### src/rtl/core/tpcp_pkg.sv
package tpcp_pkg;

  // Fixed field widths
  localparam int COUNT_W = 16;
  localparam int DEAD_W  = 9;
  localparam int NPHASE  = 3;

  // Permille scaling: product of period and clamped duty, then divide by 1000
  localparam int                 PERMILLE_W   = 10;
  localparam logic [PERMILLE_W-1:0] PERMILLE_MAX = 10'd1000;
  localparam int                 SCALED_W     = COUNT_W + PERMILLE_W;
  // floor(x / 1000) = (x * ceil(2^36 / 1000)) >> 36, exact for x < 2^26
  localparam int                 RECIP_SHIFT  = 36;
  localparam int                 RECIP_W      = 27;
  localparam logic [RECIP_W-1:0] RECIP_1000   = 27'd68719477;
  localparam int                 RPROD_W      = SCALED_W + RECIP_W;

  // Transaction queue between front and back
  localparam int Q_DEPTH = 8;
  localparam int Q_AW    = 3;
  localparam int Q_CW    = 4;

  // Configuration register indexes
  localparam int CFG_IDX_W = 3;
  localparam logic [CFG_IDX_W-1:0] REG_PERIOD   = 3'd0;
  localparam logic [CFG_IDX_W-1:0] REG_MIN_CMP  = 3'd1;
  localparam logic [CFG_IDX_W-1:0] REG_DEAD_RISE = 3'd2;
  localparam logic [CFG_IDX_W-1:0] REG_DEAD_FALL = 3'd3;
  localparam logic [CFG_IDX_W-1:0] REG_ADC_POINT = 3'd4;
  localparam logic [CFG_IDX_W-1:0] REG_PERMILLE  = 3'd5;
  localparam int CFG_DATA_W = 16;

  // Reset values of the registers
  localparam logic [COUNT_W-1:0] PERIOD_RESET  = 16'd1000;
  localparam logic [COUNT_W-1:0] MIN_CMP_RESET = 16'd3;
  localparam logic [COUNT_W-1:0] ADC_RESET     = 16'd900;

  typedef struct packed {
    logic [COUNT_W-1:0] period_counts;
    logic [COUNT_W-1:0] min_compare;
    logic [DEAD_W-1:0]  dead_rise;
    logic [DEAD_W-1:0]  dead_fall;
    logic [COUNT_W-1:0] adc_point;
    logic               permille_mode;
  } cfg_t;

  // One compare pair; cb may reach one past the count range
  typedef struct packed {
    logic               zero;
    logic [COUNT_W-1:0] ca;
    logic [COUNT_W:0]   cb;
  } edge_t;

  localparam logic [COUNT_W-1:0] RESET_CENTRE = PERIOD_RESET >> 1;
  localparam edge_t RESET_EDGE = '{zero: 1'b1, ca: RESET_CENTRE,
                                   cb: {1'b0, RESET_CENTRE} + 17'd1};

  typedef struct packed {
    logic [COUNT_W-1:0] duty_u;
    logic [COUNT_W-1:0] duty_v;
    logic [COUNT_W-1:0] duty_w;
    logic               duty_write;
    logic               outputs_enable;
    logic               gate_enable;
  } in_item_t;

  typedef struct packed {
    logic               u_low_gate;
    logic               u_high_gate;
    logic               v_low_gate;
    logic               v_high_gate;
    logic               w_low_gate;
    logic               w_high_gate;
    logic               driver_enable;
    logic               adc_trigger;
    logic               period_event;
    logic [COUNT_W-1:0] count_now;
  } out_item_t;

  // Per-tick controls carried along the front pipeline
  typedef struct packed {
    logic duty_write;
    logic outputs_enable;
    logic gate_enable;
  } ctl_t;

  // Classified tick handed from front to back
  typedef struct packed {
    ctl_t                    ctl;
    edge_t [NPHASE-1:0]      edges;
  } q_item_t;

endpackage

### src/rtl/core/tpcp_queue.sv
module tpcp_queue (
  input  logic              clk,
  input  logic              rst_n,
  input  logic              push,
  input  tpcp_pkg::q_item_t push_data,
  input  logic              pop,
  output logic              head_valid,
  output tpcp_pkg::q_item_t head_data
);

  tpcp_pkg::q_item_t          mem_r [tpcp_pkg::Q_DEPTH];
  logic [tpcp_pkg::Q_AW-1:0]  wr_ptr_r, wr_ptr_nxt;
  logic [tpcp_pkg::Q_AW-1:0]  rd_ptr_r, rd_ptr_nxt;
  logic [tpcp_pkg::Q_CW-1:0]  count_r, count_nxt;

  // Pointer and fill bookkeeping; the front's credits keep it from overflowing
  always_comb begin
    wr_ptr_nxt = push ? wr_ptr_r + tpcp_pkg::Q_AW'(1) : wr_ptr_r;
    rd_ptr_nxt = pop  ? rd_ptr_r + tpcp_pkg::Q_AW'(1) : rd_ptr_r;
    count_nxt  = count_r + tpcp_pkg::Q_CW'(push) - tpcp_pkg::Q_CW'(pop);
  end

  always_ff @(posedge clk) begin
    if (!rst_n) begin
      wr_ptr_r <= '0;
      rd_ptr_r <= '0;
      count_r  <= '0;
    end else begin
      wr_ptr_r <= wr_ptr_nxt;
      rd_ptr_r <= rd_ptr_nxt;
      count_r  <= count_nxt;
    end
  end

  always_ff @(posedge clk) begin
    if (push) begin
      mem_r[wr_ptr_r] <= push_data;
    end
  end

  assign head_valid = (count_r != '0);
  assign head_data  = mem_r[rd_ptr_r];

endmodule

### config.mk
export PLATFORM = sky130hd
export DESIGN_NAME = tpcp_queue
export DESIGN_NICKNAME = d
export VERILOG_FILES = /design/src/rtl/core/tpcp_pkg.sv /design/src/rtl/core/tpcp_queue.sv
export SDC_FILE = /design/constraint.sdc
export NUM_CORES = 1
export LEC_CHECK = 0
export BUFFER_PORTS_ARGS = -buffer_cell sky130_fd_sc_hd__buf_2
export CAP_MARGIN = 30
export CORE_MARGIN = 1
export CORE_UTILIZATION = 65
export DETAILED_ROUTE_END_ITERATION = 12
export GPL_ROUTABILITY_DRIVEN = 1
export PLACE_DENSITY = 0.85
export SKIP_CTS_REPAIR_TIMING = 1
export SLEW_MARGIN = 20
export SYNTH_ARGS = -nofsm -noshare
export SYNTH_HDL_FRONTEND = slang
export SYNTH_SLANG_ARGS = --single-unit
### constraint.sdc
create_clock -name clk -period 21.5 [get_ports clk]
set_input_delay 0 -clock clk [delete_from_list [all_inputs] [get_ports clk]]
set_output_delay 0 -clock clk [all_outputs]
set_load 0.02 [all_outputs]
== Yosys cells after proc, flatten, opt, wreduce, memory -nomap -nowiden ==
Memories as Yosys holds them, arrays and structs flattened. A register that Yosys moved wholly into a read port is not among the register bits.
Index checks and enable logic that the tools add are counted.

* Add/sub/neg operators: 4
* Mux-type cells: 4
* Reductions and logical operators: 1

{| class="wikitable"
|+ Operator list
! kind !! number
|-
| adder 3 x 1 -> 3 bit (second input constant) || 2
|-
| two-way mux 3 bit || 2
|-
| adder 4 x 1 -> 4 bit || 1
|-
| nonzero test 4 bit || 1
|-
| subtractor 4 x 1 -> 4 bit || 1
|-
| two-way mux 1 bit || 2
|}

* Register bits after elaboration: 10
* Bits in writable memories: 840
* Input port bits: 109
* Output and inout port bits: 106
* Word-level logic and storage cells: 13
* Memories: 1

{| class="wikitable"
|+ Memory list
! memory !! depth !! bits a word !! rd ports !! clocked after Yosys merged registers in !! write ports !! line !! RTL
|-
| mem_r || 8 || 105 || 1 || 1 || 1 || tpcp_queue.sv:11 || <nowiki>tpcp_pkg::q_item_t mem_r [tpcp_pkg::Q_DEPTH];</nowiki>
|}

== Longest topological paths before layout ==
* Depth after elaboration: 3
* Depth in mapped cells: 8
* Depth with buffers taken out: 8

== Least setup slack after synthesis ==
OpenSTA, ideal clock, no wires.

* Kind: flip-flop to flip-flop
* From: reg wr_ptr_r[2] (netlist bit)
* To: mem mem_r[0][0] (netlist bit) (enable)
* Setup time: 698 ps
* Arrival: 7,593 ps
* Required time: 20,802 ps
* Path slack: 13,209 ps
* Cell stages (with the launch flop): 3
* Path buffers: 0
* Period minus slack after synthesis: 8,291 ps
* Cell sequence: dfxtp_1 nand2b_1 nor3_1

{| class="wikitable"
|+ RTL lines
! what !! line !! RTL
|-
| from (decl) || tpcp_queue.sv:12 || <nowiki>logic [tpcp_pkg::Q_AW-1:0] wr_ptr_r, wr_ptr_nxt;</nowiki>
|-
| from (signal assigned) || tpcp_queue.sv:29 || <nowiki>wr_ptr_r <= wr_ptr_nxt;</nowiki>
|-
| to (decl) || tpcp_queue.sv:11 ||
|}

Straight into the memory's write port.

==> metrics <==
status finished clean; vias in the first global route 15.3k; setup tns final 0 ps; H-tree depth 3; Starting Density 66.4%; RSZ-0062 raised after global routing no; Synth Flop Type edfxtp_1; largest area contributor in the netlist edfxtp_1; Max Cap Viol 0; Yosys top cell area share slightly below 80%; Peak VDD IR 0.0768 mV; CP Max Fanout 42; CP arrival approximately 3700 ps; Slew @ Worst Pin 981 ps; first-pass GRT wire length 96300 um; largest net degree at the start of global routing 73; total CTS buffers 83; initial drt markers 1578; routed wire length 67800 um; DRC Markers 0; Final period util 17.1%; Slew HR 34.6%; Reg clk slew, reported paths 60 ps; Achievable Freq about 0.27 GHz; min Tclk post-route 3680 ps; GRT overflow 0; internal power 2.85 mW; CTS tree done; Total Routing Usage GR around a quarter; Synthesis Warnings 0; synth unique cells 25; Yosys reg bits 853; Sw Ratio a little over a fifth; post-synthesis average cell area 25.5 um^2; die area a little over 50000 um^2; Hold Fails Final Rpt 0; Setup crit start kind flop; core area 49300 um^2; Max Slew Vio Count 0; nets@finish 1776; Final Setup Violations 0; Hold Path Class in -> reg; Port Buffers around 210; DR WL/cell 28.4 um; I/O pin count approximately 220; Synth Net Count 1398; Clock Power Share approximately two fifths; Mapped Cells 1281; Post-synth EDFFs 840; # rows roughly 80; share of power burned in registers around half; ranking of synthesized cells by area edfxtp_1 77%, mux4_2 7.9%, mux4_1 7.6%; DR pass1 iterations 5; Psw roughly 0.8 mW; critical path type reg -> out; Area growth, synth to finish 16.7%; combinational power share 9.0%; antenna violations before repair 6; clk_lat worst skew approximately 630 ps; pwr dens around 96 nW/um^2; Seq/Total Area, Yosys 77.9%; DIE HEIGHT 226 um; Num Clock Sinks about 850; fraction of registers with async set/reset 0%; Finished Layout Cells between 2k and 2.5k; gpl congestion 0.707; Die W 226 um; post-DR vias/cell approximately 6.3; hpwl dp 34300 um; Placed Instances 2128; antenna-violating nets left 0; Req. time, crit path 21500 ps; Clock Skew 21.3 ps; critical path endpoint category primary output; share of layout cells above drive strength 1 roughly 35%; Max Buffers Root-to-Sink 3; P_leak 12.5 nW; DR vias 15.1k; Root Buffer clkbuf_16; Mapped Area 32700 um^2
[stage by stage]
| step | setup WS [ps] | total power [mW] | utilization (%) | hold slack (ps) | instance area, um^2 |
|---|---|---|---|---|---|
| after floorplan | 13210 | 2.14 | - | 98.9 | 32700 |
| after global placement | 17500 | 2.22 | 69.6 | 259 | 34300 |
| after detailed placement | 18280 | 2.23 | 69.8 | 271 | 34400 |
| after CTS | 17690 | 3.65 | 75.2 | -387 | 37000 |
| after global routing | 17590 | 3.75 | 77.5 | 190 | 38200 |
| final | 17820 | 3.65 | 77.5 | 181 | 38200 |
[state kept, by name, summed over array words and instances, names as in the netlist, named ones only]
signal,flops
rd_ptr_r,3
count_r,4
mem_r,840
wr_ptr_r,3
[critical path, cell delays in order (launching register included)]
cell,delay (ps)
dfxtp_4,550
buf_4,600
buf_4,730
mux4_1,660
mux2_2,320
buf_2,170
[power groups by stage]
| stage | Combinational, mW | Sequential [mW] | Clock, mW |
|---|---|---|---|
| final | 0.328 | 1.89 | 1.43 |
| after global routing | 0.347 | 1.89 | 1.50 |
| after CTS | 0.313 | 1.89 | 1.44 |
| after detailed placement | 0.307 | 1.93 | 0 |
| after global placement | 0.292 | 1.92 | 0 |
| after floorplan | 0.215 | 1.92 | 0 |
[cells in the final DEF (no fill, tap or decap), types with 4 or more instances in the layout]
| cell type | n |
|---|---|
| edfxtp_1 | 840 |
| buf_2 | 214 |
| mux4_2 | 115 |
| dlygate4sd3_1 | 109 |
| mux2_2 | 105 |
| mux4_1 | 95 |
| clkbuf_16 | 85 |
| buf_4 | 24 |
| clkbuf_1 | 17 |
| clkinv_2 | 16 |
| dfxtp_1 | 10 |
| clkinv_1 | 8 |
| bufinv_16 | 8 |
| inv_1 | 7 |
| and2_1 | 7 |
| ha_1 | 7 |
| diode_2 | 6 |
| nor2_4 | 6 |
| nand2_1 | 5 |
| clkinvlp_4 | 5 |
| nand2b_1 | 4 |
[Yosys cell counts (all sizes together) (4+ instances only)]
| cell type | instances |
|---|---|
| edfxtp | 840 |
| mux4 | 210 |
| mux2 | 105 |
| buf | 38 |
| clkbuf | 22 |
| dfxtp | 13 |
| and2 | 7 |
| ha | 7 |
| inv | 7 |
| nor2 | 6 |
| nand2 | 5 |
| nand2b | 4 |
[worst paths after layout]
kind / startpoint / end / slack, ps / depth (start not counted)
max reg2reg: wr_ptr_r[2] / mem_r[2][42] / 18280 / 4
max: flop / head_data[51] / 17820 / 5
min: push_data[4] / mem_r[6][4] / 180 / 2
min reg2reg: rd_ptr_r[1] / flop / 600 / 2
[metal layers]
metal / share of wire, % / up-vias / routed length (um) / global-route usage [%]
met4: 1.9 / 4 / 1300 / 8.30
met2: 51 / 786 / 34500 / 42.9
met1: 40 / 7917 / 27000 / 36.7
met3: 7.4 / 95 / 5040 / 5.59
li1: - / 6334 / - / -
met5: 0.034 / - / 23 / 0
[logic make-up after synthesis]
| kind of cell | share of synthesized area [%] |
|---|---|
| AOI/OAI and AO/OA | 0.0382 |
| xor gates and xnor gates | 0.134 |
| adders and majority gates | 0.329 |
| buffers and inverters | 1.89 |
| DFF | 77.9 |
| muxes | 19.3 |
| and+or+nand+nor | 0.440 |
[final cells by class]
| class | instances | area [um^2] |
|---|---|---|
| Sequential cell | 853 | 25500 |
| Fill cell | 2468 | 11100 |
| Multi-Input combinational cell | 361 | 6660 |
| Timing Repair Buffer | 353 | 2480 |
| Clock buffer | 104 | 2220 |
| Tap cell | 664 | 831 |
| Clock inverter | 42 | 447 |
| Inverter | 7 | 26.3 |
| Antenna cell | 6 | 15.0 |
Power figures use the tool's default switching activity.
