File: config.mk
export PLATFORM = sky130hd
export DESIGN_NAME = tpcp_back
export DESIGN_NICKNAME = d
export VERILOG_FILES = /design/src/rtl/core/tpcp_pkg.sv /design/src/rtl/core/tpcp_back.sv
export SDC_FILE = /design/constraint.sdc
export NUM_CORES = 1
export LEC_CHECK = 0
export BUFFER_PORTS_ARGS = -buffer_cell sky130_fd_sc_hd__buf_4
export CAP_MARGIN = 20
export CORE_AREA = 5 5 141 244
export CTS_CLUSTER_SIZE = 16
export DETAILED_ROUTE_END_ITERATION = 10
export DIE_AREA = 0 0 146 249
export GPL_ROUTABILITY_DRIVEN = 1
export GPL_TIMING_DRIVEN = 1
export PLACE_DENSITY_LB_ADDON = 0.15
export SLEW_MARGIN = 20
export SYNTH_ARGS = -nofsm -noshare
export SYNTH_HDL_FRONTEND = slang
export SYNTH_SLANG_ARGS = --single-unit
File: constraint.sdc
create_clock -name clk -period 7.27 [get_ports clk]
set_input_delay 1.454 -clock clk [delete_from_list [all_inputs] [get_ports clk]]
set_output_delay 1.454 -clock clk [all_outputs]
set_load 0.005 [all_outputs]
File: src/rtl/core/tpcp_pkg.sv
package tpcp_pkg;

  // Fixed field widths
  localparam int COUNT_W = 16;
  localparam int DEAD_W  = 9;
  localparam int NPHASE  = 3;

  // Permille scaling: product of period and clamped duty, then divide by 1000
  localparam int                 PERMILLE_W   = 10;
  localparam logic [PERMILLE_W-1:0] PERMILLE_MAX = 10'd1000;
  localparam int                 SCALED_W     = COUNT_W + PERMILLE_W;
  // floor(x / 1000) = (x * ceil(2^36 / 1000)) >> 36, exact for x < 2^26
  localparam int                 RECIP_SHIFT  = 36;
  localparam int                 RECIP_W      = 27;
  localparam logic [RECIP_W-1:0] RECIP_1000   = 27'd68719477;
  localparam int                 RPROD_W      = SCALED_W + RECIP_W;

  // Transaction queue between front and back
  localparam int Q_DEPTH = 8;
  localparam int Q_AW    = 3;
  localparam int Q_CW    = 4;

  // Configuration register indexes
  localparam int CFG_IDX_W = 3;
  localparam logic [CFG_IDX_W-1:0] REG_PERIOD   = 3'd0;
  localparam logic [CFG_IDX_W-1:0] REG_MIN_CMP  = 3'd1;
  localparam logic [CFG_IDX_W-1:0] REG_DEAD_RISE = 3'd2;
  localparam logic [CFG_IDX_W-1:0] REG_DEAD_FALL = 3'd3;
  localparam logic [CFG_IDX_W-1:0] REG_ADC_POINT = 3'd4;
  localparam logic [CFG_IDX_W-1:0] REG_PERMILLE  = 3'd5;
  localparam int CFG_DATA_W = 16;

  // Reset values of the registers
  localparam logic [COUNT_W-1:0] PERIOD_RESET  = 16'd1000;
  localparam logic [COUNT_W-1:0] MIN_CMP_RESET = 16'd3;
  localparam logic [COUNT_W-1:0] ADC_RESET     = 16'd900;

  typedef struct packed {
    logic [COUNT_W-1:0] period_counts;
    logic [COUNT_W-1:0] min_compare;
    logic [DEAD_W-1:0]  dead_rise;
    logic [DEAD_W-1:0]  dead_fall;
    logic [COUNT_W-1:0] adc_point;
    logic               permille_mode;
  } cfg_t;

  // One compare pair; cb may reach one past the count range
  typedef struct packed {
    logic               zero;
    logic [COUNT_W-1:0] ca;
    logic [COUNT_W:0]   cb;
  } edge_t;

  localparam logic [COUNT_W-1:0] RESET_CENTRE = PERIOD_RESET >> 1;
  localparam edge_t RESET_EDGE = '{zero: 1'b1, ca: RESET_CENTRE,
                                   cb: {1'b0, RESET_CENTRE} + 17'd1};

  typedef struct packed {
    logic [COUNT_W-1:0] duty_u;
    logic [COUNT_W-1:0] duty_v;
    logic [COUNT_W-1:0] duty_w;
    logic               duty_write;
    logic               outputs_enable;
    logic               gate_enable;
  } in_item_t;

  typedef struct packed {
    logic               u_low_gate;
    logic               u_high_gate;
    logic               v_low_gate;
    logic               v_high_gate;
    logic               w_low_gate;
    logic               w_high_gate;
    logic               driver_enable;
    logic               adc_trigger;
    logic               period_event;
    logic [COUNT_W-1:0] count_now;
  } out_item_t;

  // Per-tick controls carried along the front pipeline
  typedef struct packed {
    logic duty_write;
    logic outputs_enable;
    logic gate_enable;
  } ctl_t;

  // Classified tick handed from front to back
  typedef struct packed {
    ctl_t                    ctl;
    edge_t [NPHASE-1:0]      edges;
  } q_item_t;

endpackage

File: src/rtl/core/tpcp_back.sv
module tpcp_back (
  input  logic               clk,
  input  logic               rst_n,
  input  tpcp_pkg::cfg_t     cfg,
  input  logic               head_valid,
  input  tpcp_pkg::q_item_t  head_data,
  output logic               pop,
  output logic               out_valid,
  input  logic               out_stall,
  output tpcp_pkg::out_item_t out_data
);

  logic                          fire;
  logic [tpcp_pkg::COUNT_W-1:0]  count_r, count_nxt;
  tpcp_pkg::edge_t               pend_r [tpcp_pkg::NPHASE];
  tpcp_pkg::edge_t               pend_nxt [tpcp_pkg::NPHASE];
  tpcp_pkg::edge_t               live_r [tpcp_pkg::NPHASE];
  tpcp_pkg::edge_t               live_nxt [tpcp_pkg::NPHASE];
  logic                          ref_r [tpcp_pkg::NPHASE];
  logic                          ref_nxt [tpcp_pkg::NPHASE];
  logic [tpcp_pkg::DEAD_W-1:0]   dead_r [tpcp_pkg::NPHASE];
  logic [tpcp_pkg::DEAD_W-1:0]   dead_nxt [tpcp_pkg::NPHASE];
  logic                          lo [tpcp_pkg::NPHASE];
  logic                          hi [tpcp_pkg::NPHASE];
  logic                          wrap;
  logic [tpcp_pkg::COUNT_W-1:0]  top1, trig_lo, trig;
  logic                          out_valid_r, out_valid_nxt;
  tpcp_pkg::out_item_t           out_data_r, out_data_nxt;

  // Take a tick whenever the output register is free or being emptied
  assign fire = head_valid && (!out_valid_r || !out_stall);
  assign pop  = fire;

  assign wrap = (count_r >= cfg.period_counts);
  assign top1 = (cfg.period_counts >= tpcp_pkg::COUNT_W'(1)) ?
                cfg.period_counts - tpcp_pkg::COUNT_W'(1) : '0;

  // Trigger point: raise to the minimum compare, then the period bound wins
  assign trig_lo = (cfg.adc_point < cfg.min_compare) ? cfg.min_compare : cfg.adc_point;
  assign trig    = (trig_lo > top1) ? top1 : trig_lo;

  // Per-phase reference, dead time and edge reload
  always_comb begin
    logic                        nref;
    logic [tpcp_pkg::DEAD_W-1:0] t;
    for (int i = 0; i < tpcp_pkg::NPHASE; i++) begin
      nref = ref_r[i];
      if (live_r[i].zero) begin
        if (wrap) begin
          nref = 1'b1;
        end
      end else begin
        if (count_r == live_r[i].ca) begin
          nref = 1'b0;
        end
        if ({1'b0, count_r} == live_r[i].cb) begin
          nref = 1'b1;
        end
      end
      t = dead_r[i];
      if (nref != ref_r[i]) begin
        t = nref ? cfg.dead_rise : cfg.dead_fall;
      end
      if (t != '0) begin
        lo[i]       = 1'b0;
        hi[i]       = 1'b0;
        dead_nxt[i] = t - tpcp_pkg::DEAD_W'(1);
      end else begin
        lo[i]       = nref;
        hi[i]       = !nref;
        dead_nxt[i] = t;
      end
      ref_nxt[i]  = nref;
      pend_nxt[i] = head_data.ctl.duty_write ? head_data.edges[i] : pend_r[i];
      live_nxt[i] = wrap ? pend_nxt[i] : live_r[i];
    end
  end

  assign count_nxt = wrap ? '0 : count_r + tpcp_pkg::COUNT_W'(1);

  // Result of this tick
  always_comb begin
    logic oe;
    oe = head_data.ctl.outputs_enable;
    out_data_nxt.u_low_gate    = oe && lo[0];
    out_data_nxt.u_high_gate   = oe && hi[0];
    out_data_nxt.v_low_gate    = oe && lo[1];
    out_data_nxt.v_high_gate   = oe && hi[1];
    out_data_nxt.w_low_gate    = oe && lo[2];
    out_data_nxt.w_high_gate   = oe && hi[2];
    out_data_nxt.driver_enable = head_data.ctl.gate_enable;
    out_data_nxt.adc_trigger   = (count_r == trig);
    out_data_nxt.period_event  = wrap;
    out_data_nxt.count_now     = count_r;
  end

  always_comb begin
    if (fire) begin
      out_valid_nxt = 1'b1;
    end else begin
      out_valid_nxt = out_valid_r && out_stall;
    end
  end

  always_ff @(posedge clk) begin
    if (!rst_n) begin
      count_r     <= '0;
      out_valid_r <= 1'b0;
      for (int i = 0; i < tpcp_pkg::NPHASE; i++) begin
        pend_r[i] <= tpcp_pkg::RESET_EDGE;
        live_r[i] <= tpcp_pkg::RESET_EDGE;
        ref_r[i]  <= 1'b1;
        dead_r[i] <= '0;
      end
    end else begin
      out_valid_r <= out_valid_nxt;
      if (fire) begin
        count_r <= count_nxt;
        for (int i = 0; i < tpcp_pkg::NPHASE; i++) begin
          pend_r[i] <= pend_nxt[i];
          live_r[i] <= live_nxt[i];
          ref_r[i]  <= ref_nxt[i];
          dead_r[i] <= dead_nxt[i];
        end
      end
    end
  end

  always_ff @(posedge clk) begin
    if (fire) begin
      out_data_r <= out_data_nxt;
    end
  end

  assign out_valid = out_valid_r;
  assign out_data  = out_data_r;

endmodule

# [Word level (Yosys, flattened, before mapping)]
# Memory sizes are Yosys's and may differ from the RTL's.
# Index checks and enable logic that the tools add are counted.
[classes] n_addsub=5 n_lt_le_gt_ge=4 n_eq_ne=10 mux=54 bitwise_logic=12 n_reduce_logical=17
[op_table] cell="2-to-1 mux 34 bit" count=12
[op_table] cell="2-to-1 mux 9 bit" count=12
[op_table] cell="equality test 16 bit" count=4
[op_table] cell="2-to-1 mux 16 bit" count=4
[op_table] cell="equality test 16 x 17 -> 1 bit" count=3
[op_table] cell="nonzero test 9 bit" count=3
[op_table] cell="subtractor 9 x 1 -> 9 bit, second input constant" count=3
[op_table] cell="2-to-1 mux 1 bit" count=26
[op_table] cell="adder 16 x 1 -> 16 bit, second input constant" count=1
[op_table] cell=">= comparator 16 x 1 -> 1 bit, second input constant" count=1
[op_table] cell=">= comparator 16 bit" count=1
[op_table] cell="> comparator 16 bit" count=1
[op_table] cell="< comparator 16 bit" count=1
[op_table] cell="subtractor 16 x 1 -> 16 bit, second input constant" count=1
[op_table] cell="OR 1 bit" count=12
[op_table] cell="logical AND 1 bit" count=8
[op_table] cell="zero test 1 bit" count=5
[op_table] cell="!= test 1 bit" count=3
[op_table] cell="logical OR 1 bit" count=1
[totals] ff_bits=42 ramBits=234 input_bits=176 mem_count=4
[memory_table] memory="live_r" words=3 word_bits=34 rd=3 rd_clocked_by_memory_dff=0 wr=3 line_no="tpcp_back.sv:17" text="tpcp_pkg::edge_t live_r [tpcp_pkg::NPHASE];"
[memory_table] memory="pend_r" words=3 word_bits=34 rd=3 rd_clocked_by_memory_dff=0 wr=3 line_no="tpcp_back.sv:15" text="tpcp_pkg::edge_t pend_r [tpcp_pkg::NPHASE];"
[memory_table] memory="dead_r" words=3 word_bits=9 rd=3 rd_clocked_by_memory_dff=0 wr=3 line_no="tpcp_back.sv:21" text="logic [tpcp_pkg::DEAD_W-1:0] dead_r [tpcp_pkg::NPHASE];"
[memory_table] memory="ref_r" words=3 word_bits=1 rd=3 rd_clocked_by_memory_dff=0 wr=3 line_no="tpcp_back.sv:19" text="logic ref_r [tpcp_pkg::NPHASE];"

# [Depth between registers and ports, before layout]
[depth] ltp_word=9 mapped_depth=22 ltp_nobuf=20

# [Worst setup path before layout]
# No wires, ideal clock.
[synth_path] path_kind="input port to flip-flop" from="input port cfg[65] (netlist name)" to="memory live_r[0][0] (netlist name) (enable)" setup_time_ns=0.506 arrival_ns=5.907 required_ns=6.764 slack_ns=0.857 cell_stages=9 path_buffers=2 cell_sequence="inv_1 ha_1 nand4_1 nor3_1 a31oi_1 and3_1 clkbuf_1 o21ai_1 clkbuf_1"
[synth_rtl] item="from (decl)" line_no="tpcp_back.sv:4" text="input tpcp_pkg::cfg_t cfg,"
[synth_rtl] item="to (decl)" line_no="tpcp_back.sv:17"

==> impl_metrics.tcl <==
set metrics [dict create \
    status "completed" \
    finalMaxSlewViolations 0 \
    die_h_um 249 \
    tightest_slew_ns 1.01 \
    ys_seq_area_share_pct 53.3 \
    ir_drop_mv 0.176 \
    cts_tree "done" \
    drtIter0Drc 686 \
    via_per_inst 5.64 \
    rsz0062_at_grt "false" \
    power.internal_mw 2.93 \
    setup_viol 0 \
    holdBufCountCts 0 \
    p_seq_share_pct 48.0 \
    finalCritPeriodShare_pct 80.3 \
    total_power_mw 3.88 \
    dp_hpwl_um 30200 \
    core_um2 32100 \
    diodes 0 \
    ys_ff_latch 276 \
    wirelength_um 42100 \
    wire_per_inst_um 22.1 \
    cts_setup_buffers 0 \
    clockRootBuffer "clkbuf_16" \
    rows 87 \
    max_slew_margin_pct 32.3 \
    area_growth_pct 18.9 \
    async_flop_share_pct 0 \
    num_vias 10700 \
    clock_path_buffers 3 \
    crit_chain "buf_4 > or4_1 > or4_1 > nor2_1 > and3_1 > nor3_1 > a21oi_1 > ha_1 > and4_1 > nand3_1 > a21oi_1 > a22oi_1 > a21oi_2 > buf_4 > nand2_1 > o21ai_0 > xor2_1 > nand4_1 > nor4_1" \
    drive_gt1_share_pct 21.5 \
    nets 1714 \
    dr.pass1.iters 5 \
    initial_core_util_pct 47.4 \
    hold_viol 0 \
    syn_area_um2 15200 \
    cp-start-kind "input port" \
    fmax_mhz 171 \
    ys_warn_count 0 \
    clk_pin_slew_ns 0.06 \
    endpoint_kind "flop" \
    grt_overflow 0 \
    syn_nets 1518 \
    clk_latency_ns 0.55 \
    arrival_ns 6.11 \
    grt_pass1_vias 11200 \
    pwr-share-clk_pct 38.1 \
    synth-edff-count 259 \
    ant_nets 0 \
    place.gp.congestion 0.899 \
    grt_antenna_before_repair 0 \
    drv_cap 0 \
    fin_util_pct 56.4 \
    ctsResizeCount 0 \
    synth_cell_types 72 \
    die_x_um 146 \
    finClkSkew_ns 0.0101 \
    avgSynthCellArea_um2 11.8 \
    switching_share_pct 24.5 \
    finalCriticalPeriod_ns 5.84 \
    final_common_cell "edfxtp_1" \
    crit_slowest_cell "or4_1" \
    cp_data_required_time_ns 7.54 \
    power_density_nw_per_um2 214 \
    num_io_pins 203 \
    clock_sinks 276 \
    cts_buffers 27 \
    drc 0 \
    tns_ns 0 \
    grt_use_total_pct 22.4 \
    die_area_um2 36400 \
    cp_slowest_stage_delay_ns 0.58 \
    grt_max_degree 71 \
    path_class "input port to flop" \
    min_path_type "flop to flop" \
    final_cell_mix "259 x edfxtp_1, 224 x buf_4, 139 x mux2i_1" \
    cp_max_fo 16 \
    p_sw_uw 948 \
    pwr-share-comb_pct 13.9 \
    io_buffer_count 201 \
    grt_pass1_wl_um 63600 \
    hold_ws_ns 0.560 \
    htree_levels 1 \
    synth_cells 1289 \
    power_leakage_nw 7.32 \
    synthFlopType "edfxtp_1" \
]
[Yosys cell counts (3+ instances only)]
cell / count / area share [%]
nand3_1: 22 / 0.72
mux2_2: 22 / 1.6
buf_1: 7 / 0.17
nand4_1: 33 / 1.4
a211oi_1: 17 / 0.84
and3_1: 14 / 0.57
clkbuf_1: 32 / 0.79
o21ai_1: 7 / 0.23
ha_1: 53 / 4.4
nor3_1: 19 / 0.62
or4_1: 6 / 0.30
a22oi_1: 3 / 0.15
o221a_2: 3 / 0.22
and4_1: 5 / 0.29
a31oi_1: 6 / 0.25
buf_4: 4 / 0.20
xor2_1: 72 / 4.1
inv_1: 59 / 1.5
o221ai_1: 3 / 0.17
buf_2: 13 / 0.43
o2111a_1: 4 / 0.30
nor4_2: 7 / 0.57
a211oi_2: 3 / 0.25
o21a_1: 9 / 0.44
nand2b_1: 13 / 0.53
o21ai_0: 20 / 0.66
nor4_1: 13 / 0.53
o211ai_1: 6 / 0.30
a21o_1: 11 / 0.54
edfxtp_1: 259 / 51
xnor2_1: 70 / 4.0
nand2_1: 101 / 2.5
o31ai_1: 3 / 0.15
a2111oi_0: 3 / 0.17
mux2_1: 6 / 0.44
nor2_1: 117 / 2.9
or2_2: 3 / 0.12
a21oi_1: 33 / 1.1
dfxtp_1: 17 / 2.2
or3_1: 8 / 0.33
mux2i_1: 139 / 9.1
[area by class of cell]
cell class	count	area [um2]
tap	400	500
fill	2784	14000
timing repair buffer	225	1690
inverter	60	225
sequential	276	8120
clock inverter	18	226
multi-input combinational	895	6660
clock buffer	30	687
[path summary, 6_finish.rpt]
path | depth (start not counted) | slack (ns) | from | endpoint
setup / recovery | 19 | 1.43 | cfg[56] | out_data[17]
hold / removal | 2 | 0.56 | pend_r[0][2] | live_r[0][2]
setup reg to reg | 13 | 1.85 | count_r[11] | dead_r[0][1]
hold reg to reg | 2 | 0.56 | pend_r[0][2] | live_r[0][2]
[sequential cells by signal, indices dropped and copies added (netlist names)]
signal / count
count_r: 16
out_data: 25
pend_r: 102
out_valid: 1
dead_r: 27
ref_r: 3
live_r: 102
[kinds of logic (layout without fill, tap and decap cells)]
kind of cell	count (synthesis)	after routing	share of synthesized area, %
simple gates	372	372	11.9
mux	170	170	11.5
xor+xnor	142	142	8.16
buf+inv	118	333	3.21
flops	276	276	53.3
fa+ha+maj	53	53	4.35
compound gates	158	158	7.56
[metrics by stage]
step	cell area (um2)	setup WS (ns)	std cells
after global placement	17200	0.923	1856
after global routing	18100	1.16	1904
after CTS	18100	1.45	1904
after floorplan	15200	0.857	1289
final	18100	1.43	1904
after detailed placement	17200	0.894	1856
[power by group through the flow]
| stage | logic (mW) | registers (mW) | clock network, mW |
|---|---|---|---|
| 4_1_cts | 0.545 | 1.86 | 1.51 |
| 5_1_grt | 0.594 | 1.87 | 1.57 |
| 6_report | 0.541 | 1.86 | 1.48 |
| 2_1_floorplan | 0.334 | 1.89 | 0 |
| 3_5_place_dp | 0.543 | 1.89 | 0 |
| 3_3_place_gp | 0.534 | 1.89 | 0 |
[per-layer routing]
layer	vias up	GRT usage (%)	part of all wire [%]	wire, um
met2	323	42.3	53	22400
met1	5190	25.4	38	16100
li1	5157	-	-	-
met5	-	0	0	0
met3	76	2.71	4.6	1960
met4	0	8.77	4.0	1690
[critical path, delay by kind of cell]
| kind | cells | cell delay [ns] |
|---|---|---|
| xor+xnor | 1 | 0.20 |
| simple gates | 10 | 2.86 |
| fa+ha+maj | 1 | 0.16 |
| buf+inv | 2 | 0.45 |
| compound gates | 5 | 0.98 |
Note: power is estimated with default switching activity, not from simulation.
